===== config.mk =====
export PLATFORM = sky130hd
export DESIGN_NAME = text_video_line_sequencer
export DESIGN_NICKNAME = d
export VERILOG_FILES = /design/src/rtl/tvls_pkg.sv /design/src/rtl/tvls_ram.sv /design/src/rtl/tvls_color_table.sv /design/src/rtl/text_video_line_sequencer.sv
export SDC_FILE = /design/constraint.sdc
export NUM_CORES = 1
export LEC_CHECK = 0
export BUFFER_PORTS_ARGS = -buffer_cell sky130_fd_sc_hd__buf_2
export CAP_MARGIN = 10
export CORE_MARGIN = 8
export CORE_UTILIZATION = 60
export CTS_CLUSTER_DIAMETER = 30
export DETAILED_ROUTE_END_ITERATION = 7
export PLACE_DENSITY = 0.87
export REMOVE_ABC_BUFFERS = 1
export SLEW_MARGIN = 20
export SYNTH_ARGS = -nofsm -noshare
export SYNTH_HDL_FRONTEND = slang
export SYNTH_HIERARCHICAL = 1
export SYNTH_SLANG_ARGS = --single-unit

===== constraint.sdc =====
create_clock -name clk -period 6.3 [get_ports clk]
set_clock_uncertainty 0.05 [all_clocks]
set_input_delay 0.315 -clock clk [delete_from_list [all_inputs] [get_ports clk]]
set_output_delay 0.315 -clock clk [all_outputs]
set_load 0.05 [all_outputs]

===== src/rtl/tvls_pkg.sv =====
// ----------------------------------------------------------------------------
// tvls_pkg
// Shared widths, register indexes, request codes and reset values of the
// text video line sequencer.
// ----------------------------------------------------------------------------
package tvls_pkg;

	localparam int LINE_W     = 10;
	localparam int ADDR_W     = 16;
	localparam int COLOR_W    = 8;
	localparam int ROW_IDX_W  = 4;
	localparam int CFG_IDX_W  = 3;
	localparam int CFG_DATA_W = 16;
	localparam int CELL_W     = 8;
	localparam int VREQ_W     = 2;
	localparam int FRAME_W    = 2;

	localparam int DEF_ROWS       = 16;
	localparam int DEF_ROW_STRIDE = 32;

	typedef enum logic [CFG_IDX_W-1:0] {
		CFG_VSYNC_START = 3'd0,
		CFG_VSYNC_END   = 3'd1,
		CFG_FRAME_TOP   = 3'd2,
		CFG_FRAME_END   = 3'd3,
		CFG_TEXT_END    = 3'd4,
		CFG_LAST_LINE   = 3'd5,
		CFG_VRAM_LINE   = 3'd6,
		CFG_BASE_ADDR   = 3'd7
	} cfg_reg_t;

	typedef enum logic {
		REQ_LINE_TICK   = 1'b0,
		REQ_TABLE_WRITE = 1'b1
	} req_type_t;

	typedef enum logic [VREQ_W-1:0] {
		VREQ_NONE = 2'd0,
		VREQ_EVEN = 2'd1,
		VREQ_ODD  = 2'd2
	} vreq_t;

	localparam logic [3:0] CELL_MASK       = 4'hF;
	localparam logic [3:0] CELL_ADDR_LINES = 4'd7;
	localparam logic [3:0] CELL_COLOR_LINE = 4'd9;

	localparam logic [LINE_W-1:0] RST_VSYNC_START = 10'd248;
	localparam logic [LINE_W-1:0] RST_VSYNC_END   = 10'd251;
	localparam logic [LINE_W-1:0] RST_FRAME_TOP   = 10'd30;
	localparam logic [LINE_W-1:0] RST_FRAME_END   = 10'd240;
	localparam logic [LINE_W-1:0] RST_TEXT_END    = 10'd222;
	localparam logic [LINE_W-1:0] RST_LAST_LINE   = 10'd262;
	localparam logic [LINE_W-1:0] RST_VRAM_LINE   = 10'd245;
	localparam logic [ADDR_W-1:0] RST_BASE_ADDR   = 16'd0;

endpackage


===== src/rtl/tvls_ram.sv =====
// ----------------------------------------------------------------------------
// tvls_ram
// Generic simple dual-port RAM: one write port, one read port with a
// registered read.
// ----------------------------------------------------------------------------
module tvls_ram #(
	parameter int WIDTH = 8,
	parameter int DEPTH = 32,
	localparam int AW   = (DEPTH > 1) ? $clog2(DEPTH) : 1
) (
	input  logic             clk,
	input  logic             we,
	input  logic [AW-1:0]    waddr,
	input  logic [WIDTH-1:0] wdata,
	input  logic             re,
	input  logic [AW-1:0]    raddr,
	output logic [WIDTH-1:0] rdata
);

	logic [WIDTH-1:0] mem_q [DEPTH];
	logic [WIDTH-1:0] rdata_q;

	always_ff @(posedge clk) begin
		if (we) begin
			mem_q[waddr] <= wdata;
		end
		if (re) begin
			rdata_q <= mem_q[raddr];
		end
	end

	assign rdata = rdata_q;

endmodule


===== src/rtl/tvls_color_table.sv =====
// ----------------------------------------------------------------------------
// tvls_color_table
// Even and odd field row colour tables in one RAM, with per-entry valid bits
// so that entries never written read as zero after reset.
// ----------------------------------------------------------------------------
module tvls_color_table #(
	parameter int ROWS = 16,
	localparam int RW  = (ROWS > 1) ? $clog2(ROWS) : 1,
	localparam int AW  = RW + 1
) (
	input  logic                         clk,
	input  logic                         arst_n,
	input  logic                         we,
	input  logic [AW-1:0]                waddr,
	input  logic [tvls_pkg::COLOR_W-1:0] wdata,
	input  logic                         re,
	input  logic [AW-1:0]                raddr,
	output logic [tvls_pkg::COLOR_W-1:0] rdata
);

	import tvls_pkg::*;

	localparam int DEPTH = 2 ** AW;

	logic [DEPTH-1:0]   valid_q;
	logic               rd_valid_q;
	logic [COLOR_W-1:0] ram_rdata;

	tvls_ram #(
		.WIDTH(COLOR_W),
		.DEPTH(DEPTH)
	) u_ram (
		.clk   (clk),
		.we    (we),
		.waddr (waddr),
		.wdata (wdata),
		.re    (re),
		.raddr (raddr),
		.rdata (ram_rdata)
	);

	always_ff @(posedge clk or negedge arst_n) begin
		if (!arst_n) begin
			valid_q    <= '0;
			rd_valid_q <= 1'b0;
		end else begin
			if (we) begin
				valid_q[waddr] <= 1'b1;
			end
			if (re) begin
				rd_valid_q <= valid_q[raddr];
			end
		end
	end

	assign rdata = rd_valid_q ? ram_rdata : '0;

endmodule


===== src/rtl/text_video_line_sequencer.sv =====
// ----------------------------------------------------------------------------
// text_video_line_sequencer
// Vertical timing of a text-mode video controller: per line tick it reports
// the line state, then steps line, cell line, address, row colour, field and
// the video memory update request. Row colours live in a RAM.
//
//   channel  handshake              payload
//   in       in_valid / in_ready    req_type table_select row_index
//                                   color_value vram_ack
//   out      out_valid / out_ready  line_addr pixel_on line_color odd_field
//                                   wide_sync vram_request slow_tick
//   cfg      cfg_wr_en              cfg_index cfg_data
//
// One transaction per cycle while in_ready is high; results are registered.
// A colour load reads the RAM; the read data is forwarded to a transaction
// taken in the cycle after the load and then held in the colour register.
// in_ready is low only while a result is held and out_ready is low.
// Reset clears all counters, flags and table valid bits at once.
// ----------------------------------------------------------------------------
module text_video_line_sequencer #(
	parameter int ROWS       = tvls_pkg::DEF_ROWS,
	parameter int ROW_STRIDE = tvls_pkg::DEF_ROW_STRIDE
) (
	input  logic                            clk,
	input  logic                            arst_n,
	input  logic                            in_valid,
	output logic                            in_ready,
	input  logic                            req_type,
	input  logic                            table_select,
	input  logic [tvls_pkg::ROW_IDX_W-1:0]  row_index,
	input  logic [tvls_pkg::COLOR_W-1:0]    color_value,
	input  logic                            vram_ack,
	output logic                            out_valid,
	input  logic                            out_ready,
	output logic [tvls_pkg::ADDR_W-1:0]     line_addr,
	output logic                            pixel_on,
	output logic [tvls_pkg::COLOR_W-1:0]    line_color,
	output logic                            odd_field,
	output logic                            wide_sync,
	output logic [tvls_pkg::VREQ_W-1:0]     vram_request,
	output logic                            slow_tick,
	input  logic                            cfg_wr_en,
	input  logic [tvls_pkg::CFG_IDX_W-1:0]  cfg_index,
	input  logic [tvls_pkg::CFG_DATA_W-1:0] cfg_data
);

	import tvls_pkg::*;

	localparam int RW = (ROWS > 1) ? $clog2(ROWS) : 1;
	localparam int AW = RW + 1;

	// configuration
	logic [LINE_W-1:0] vsync_start_q, vsync_end_q, frame_top_q, frame_end_q;
	logic [LINE_W-1:0] text_end_q, last_line_q, vram_line_q;
	logic [ADDR_W-1:0] base_addr_q;

	// line state
	logic [LINE_W-1:0]  line_count_q, line_count_d;
	logic [CELL_W-1:0]  cell_q, cell_d;
	logic [ADDR_W-1:0]  data_addr_q, data_addr_d;
	logic [RW-1:0]      row_q, row_d;
	logic [COLOR_W-1:0] color_q, color_eff;
	logic               pix_q, pix_d;
	logic               parity_q, parity_d;
	logic               wide_q, wide_d;
	logic [VREQ_W-1:0]  pend_q, pend_d, pend_eff;
	logic [FRAME_W-1:0] frame_q, frame_d;
	logic               slow_d;
	logic               load_d, load_s1;

	// output register
	logic               out_valid_q;
	logic [ADDR_W-1:0]  o_addr_q;
	logic               o_pix_q, o_odd_q, o_wide_q, o_slow_q;
	logic [COLOR_W-1:0] o_color_q;
	logic [VREQ_W-1:0]  o_vreq_q;

	// colour table
	logic               tbl_we;
	logic [AW-1:0]      tbl_waddr, tbl_raddr;
	logic [COLOR_W-1:0] tbl_rdata;

	logic               in_acc;
	logic [LINE_W-1:0]  line;
	logic [3:0]         cl;
	logic [RW:0]        row_inc;

	assign in_ready = !out_valid_q || out_ready;
	assign in_acc   = in_valid && in_ready;

	assign color_eff = load_s1 ? tbl_rdata : color_q;
	assign pend_eff  = vram_ack ? VREQ_NONE : pend_q;
	assign line      = line_count_q + 1'b1;
	assign cl        = cell_q[3:0] & CELL_MASK;
	assign row_inc   = {1'b0, row_q} + 1'b1;

	assign tbl_we    = in_acc && (req_type == REQ_TABLE_WRITE) && (32'(row_index) < ROWS);
	assign tbl_waddr = {table_select, RW'(row_index)};
	assign tbl_raddr = {parity_q, row_q};

	always_comb begin
		line_count_d = line_count_q;
		cell_d       = cell_q;
		data_addr_d  = data_addr_q;
		row_d        = row_q;
		pix_d        = pix_q;
		parity_d     = parity_q;
		wide_d       = wide_q;
		frame_d      = frame_q;
		pend_d       = pend_eff;
		slow_d       = 1'b0;
		load_d       = 1'b0;
		if (req_type == REQ_LINE_TICK) begin
			line_count_d = line;
			if (line == vsync_end_q) begin
				wide_d = 1'b0;
				pix_d  = 1'b0;
			end else if (line >= frame_top_q && line < frame_end_q) begin
				pix_d = 1'b0;
				if (line < text_end_q) begin
					if (cl < CELL_ADDR_LINES) begin
						data_addr_d = data_addr_q + ADDR_W'(ROW_STRIDE);
						pix_d       = 1'b1;
					end else if (cl == CELL_COLOR_LINE) begin
						load_d = 1'b1;
						row_d  = (row_inc >= (RW+1)'(ROWS)) ? '0 : row_inc[RW-1:0];
					end
					cell_d = cell_q + 1'b1;
				end
			end else if (line == last_line_q) begin
				pix_d        = 1'b0;
				line_count_d = '0;
				cell_d       = '0;
				frame_d      = frame_q + 1'b1;
				slow_d       = (frame_d == '0);
				parity_d     = !parity_q;
			end else if (line == vsync_start_q) begin
				wide_d      = 1'b1;
				pix_d       = 1'b0;
				data_addr_d = base_addr_q;
				row_d       = '0;
			end
			if (line_count_d == vram_line_q && pend_eff == VREQ_NONE) begin
				pend_d = parity_q ? VREQ_ODD : VREQ_EVEN;
			end
		end
	end

	tvls_color_table #(
		.ROWS(ROWS)
	) u_color_table (
		.clk    (clk),
		.arst_n (arst_n),
		.we     (tbl_we),
		.waddr  (tbl_waddr),
		.wdata  (color_value),
		.re     (in_acc && load_d),
		.raddr  (tbl_raddr),
		.rdata  (tbl_rdata)
	);

	always_ff @(posedge clk or negedge arst_n) begin
		if (!arst_n) begin
			vsync_start_q <= RST_VSYNC_START;
			vsync_end_q   <= RST_VSYNC_END;
			frame_top_q   <= RST_FRAME_TOP;
			frame_end_q   <= RST_FRAME_END;
			text_end_q    <= RST_TEXT_END;
			last_line_q   <= RST_LAST_LINE;
			vram_line_q   <= RST_VRAM_LINE;
			base_addr_q   <= RST_BASE_ADDR;
		end else if (cfg_wr_en) begin
			case (cfg_reg_t'(cfg_index))
				CFG_VSYNC_START: vsync_start_q <= cfg_data[LINE_W-1:0];
				CFG_VSYNC_END:   vsync_end_q   <= cfg_data[LINE_W-1:0];
				CFG_FRAME_TOP:   frame_top_q   <= cfg_data[LINE_W-1:0];
				CFG_FRAME_END:   frame_end_q   <= cfg_data[LINE_W-1:0];
				CFG_TEXT_END:    text_end_q    <= cfg_data[LINE_W-1:0];
				CFG_LAST_LINE:   last_line_q   <= cfg_data[LINE_W-1:0];
				CFG_VRAM_LINE:   vram_line_q   <= cfg_data[LINE_W-1:0];
				CFG_BASE_ADDR:   base_addr_q   <= cfg_data[ADDR_W-1:0];
				default: ;
			endcase
		end
	end

	always_ff @(posedge clk or negedge arst_n) begin
		if (!arst_n) begin
			line_count_q <= '0;
			cell_q       <= '0;
			data_addr_q  <= '0;
			row_q        <= '0;
			color_q      <= '0;
			pix_q        <= 1'b0;
			parity_q     <= 1'b0;
			wide_q       <= 1'b0;
			pend_q       <= VREQ_NONE;
			frame_q      <= '0;
			load_s1      <= 1'b0;
			out_valid_q  <= 1'b0;
		end else begin
			color_q <= color_eff;
			load_s1 <= in_acc && load_d;
			if (in_acc) begin
				line_count_q <= line_count_d;
				cell_q       <= cell_d;
				data_addr_q  <= data_addr_d;
				row_q        <= row_d;
				pix_q        <= pix_d;
				parity_q     <= parity_d;
				wide_q       <= wide_d;
				pend_q       <= pend_d;
				frame_q      <= frame_d;
				out_valid_q  <= 1'b1;
			end else if (out_ready) begin
				out_valid_q <= 1'b0;
			end
		end
	end

	always_ff @(posedge clk) begin
		if (in_acc) begin
			o_addr_q  <= data_addr_q;
			o_pix_q   <= pix_q;
			o_color_q <= color_eff;
			o_odd_q   <= parity_q;
			o_wide_q  <= wide_q;
			o_vreq_q  <= pend_d;
			o_slow_q  <= slow_d;
		end
	end

	assign out_valid    = out_valid_q;
	assign line_addr    = o_addr_q;
	assign pixel_on     = o_pix_q;
	assign line_color   = o_color_q;
	assign odd_field    = o_odd_q;
	assign wide_sync    = o_wide_q;
	assign vram_request = o_vreq_q;
	assign slow_tick    = o_slow_q;

endmodule

==> results_dict.tcl <==
set metrics [dict create \
    final-seq-area_um2 13100 \
    power.switching_uw 2510 \
    critPathArrivalTime_ns 5.35 \
    yosysTopAreaCell "edfxtp_1" \
    dr.pass1.iters 6 \
    cts_hold_buf 12 \
    setup_violations 0 \
    period_needed_ns 4.89 \
    finalHoldViolations 0 \
    cts_setup_buffers 0 \
    peakVddDrop_v 0.000343 \
    grt_usage_pct 26.8 \
    run_status "finished clean" \
    drive_gt1_share_pct 31.6 \
    drt-initial-drc-count 1413 \
    cts_max_level 3 \
    synth_area_um2 20200 \
    crit_path_end_kind "flip-flop" \
    clkTransAtPathRegs_ns 0.05 \
    ys_warn_count 6 \
    wl_mm 52.5 \
    antenna_found_initial 1 \
    combPwrFrac_pct 11.4 \
    synthTopCellsByArea "edfxtp_1 44%, dfrtp_1 17%, mux4_2 8.9%, mux2_2 5.1%, dfstp_2 4.5%" \
    via_per_inst 6.61 \
    syn2layout_area_growth_pct 18.3 \
    synthTopCellsByCount "294 x edfxtp_1, 135 x dfrtp_1, 92 x mux2_2" \
    clockPowerShare_pct 48.1 \
    io_pins 71 \
    synthCells 1274 \
    path_class "reg2reg" \
    die_h_um 200 \
    start_util_pct 60.7 \
    die_w_um 200 \
    yosys_most_used_dff "edfxtp_1" \
    async_flop_share_pct 36.6 \
    fmax_mhz 205 \
    via_count 12700 \
    critPathLaunchType "flip-flop" \
    hpwlAfterDp_mm 29.2 \
    grt_overflow 0 \
    hold_class "in2reg" \
    maxCapViolations 0 \
    grt_pass1_wl_mm 79.6 \
    power_uw 9320 \
    finalInstanceArea_um2 23900 \
    p_per_area_nw_per_um2 389 \
    swShare_pct 26.9 \
    relSlewSlack_pct 27.4 \
    clockBufferDepth 3 \
    setup_tns_ns 0 \
    multi_input_area_um2 6640 \
    period_share_pct 77.5 \
    n_fill_cell 1933 \
    clkLatencyLatePin_ns 0.63 \
    fin_nets 1474 \
    final_core_util_pct 71.7 \
    critPathMaxFanout 24 \
    numCtsBuffers 81 \
    synth_edf_count 294 \
    yosysTopAreaCellShare_pct 43.6 \
    avgSynthCellArea_um2 15.9 \
    fp.coreArea_um2 33400 \
    ys_ff_latch 464 \
    drc 0 \
    clock_sinks 464 \
    root_buffer "clkbuf_16" \
    drtAntennaViolNets 0 \
    p_int_uw 6810 \
    portBuffers 70 \
    drv_slew 0 \
    placed_area_um2 21000 \
    cts_tree "yes" \
    cts-resized-gates 0 \
    yosysUniqueCellTypes 84 \
    hold_ws_ns 0.0184 \
    place.gp.congestion 0.887 \
    yosysMostFrequentCell "edfxtp_1" \
    grt_max_degree 114 \
    wl_per_cell_um 27.4 \
    seqPwrFrac_pct 40.4 \
    yosysSeqAreaShare_pct 64.9 \
    rows 67 \
    dieArea_um2 39900 \
    grt_pass1_vias 13100 \
    rsz0062_at_grt "false" \
    crit_required_ns 6.76 \
    worstMarginPinSlew_ns 1.09 \
    p_leak_uw 0.00905 \
    antenna_cells 0 \
]
[flip-flops by register name (all words and copies together), names as in the netlist, 2 cells and up]
signal and flops:
vsync_end_q 10, cell_q 4, row_q 4, last_line_q 10, u_color_table/u_ram/mem_q 256, frame_top_q 10
line_addr 16, frame_q 2, data_addr_q 16, color_q 8, u_color_table/u_ram/rdata 8, u_color_table/valid_q 32
base_addr_q 16, vsync_start_q 10, vram_request 2, text_end_q 10, line_count_q 10, line_color 8
vram_line_q 10, pend_q 2, frame_end_q 10
[metrics by stage]
step,cells,setup WS (ns)
6_report,1917,1.41
5_1_grt,1917,1.12
4_1_cts,1917,1.47
3_5_place_dp,1754,1.47
3_3_place_gp,1754,1.64
2_1_floorplan,1222,1.49
[final cells by class]
type                            instances  area share (%)
Clock buffer                           97            9.15
Clock inverter                         54            2.70
Inverter                               48           0.753
Multi-Input combinational cell        710            27.8
Sequential cell                       464            54.9
Tap cell                              448            2.34
Timing Repair Buffer                   96            2.44
[logic make-up after synthesis]
logic type                 after synthesis  share of synthesized area [%]
AOI/OAI and AO/OA                      179                           6.08
xor gates and xnor gates                41                           2.50
adders and majority gates               34                           2.10
buffers and inverters                  100                           2.35
DFF                                    464                           64.9
muxes                                  188                           14.8
and+or+nand+nor                        268                           7.31
[power by group through the flow]
stage	combinational (µW)	sequential (µW)	clock, µW
final	1070	3770	4490
after floorplan	652	3810	0
after global routing	1150	3790	4660
after detailed placement	1010	3800	0
after global placement	974	3780	0
after CTS	1060	3760	4520
[layout by cell type (no fill, tap or decap), types with 8 or more instances in the layout]
master,n
a21o_1,23
a21oi_1,25
a2bb2oi_1,8
and2_1,12
and3_1,9
buf_2,69
buf_4,14
clkbuf_1,9
clkbuf_16,84
clkinv_2,11
clkinvlp_4,8
dfrtp_1,132
dfstp_2,35
dlygate4sd3_1,12
edfxtp_1,294
ha_1,34
inv_1,46
inv_6,11
mux2_2,92
mux2i_1,16
mux4_2,80
nand2_1,52
nand2b_1,8
nand3_1,15
nand3b_1,12
nand4_1,11
nor2_1,65
nor3_1,21
o21ai_0,37
o21bai_1,16
o22ai_1,9
o31ai_1,12
xnor2_1,17
xnor3_1,9
xor2_1,13
[metal layers]
metal / track usage (%) / vias up / wire length (µm)
li1: - / 5203 / -
met1: 35.0 / 6334 / 19600
met2: 42.8 / 936 / 25400
met3: 5.84 / 190 / 5320
met4: 12.7 / 2 / 2210
met5: 0 / - / 14
[worst paths after layout]
path                                                 startpoint  cells past startpoint  slack [ns]                                    to
max                                 line_count_q[0]$_DFFE_PN0P_                     13        1.41            data_addr_q[6]$_DFFE_PN0P_
min                                                 cfg_data[3]                      3        0.02            frame_top_q[3]$_DFFE_PN1P_
max reg2reg                         line_count_q[0]$_DFFE_PN0P_                     13        1.41            data_addr_q[6]$_DFFE_PN0P_
min reg2reg                u_color_table/valid_q[4]$_DFFE_PN0P_                      1        0.40  u_color_table/valid_q[4]$_DFFE_PN0P_
max in group asynchronous                                arst_n                      3        4.48            base_addr_q[2]$_DFFE_PN0P_
min in group asynchronous                                arst_n                      2        0.31           data_addr_q[13]$_DFFE_PN0P_
[worst max-delay path, stage by stage (launching register included)]
cell and delay (ns):
dfrtp_1 0.67, ha_1 0.43, nand3_1 0.16, xor2_1 0.42, inv_2 0.12, ha_1 0.32
a21o_1 0.18, a21oi_1 0.18, a21oi_1 0.09, a211o_1 0.33, or2_2 0.47, a31oi_1 0.79
nor2_2 0.24, mux2_2 0.34
Note: power is estimated with default switching activity, not from simulation.
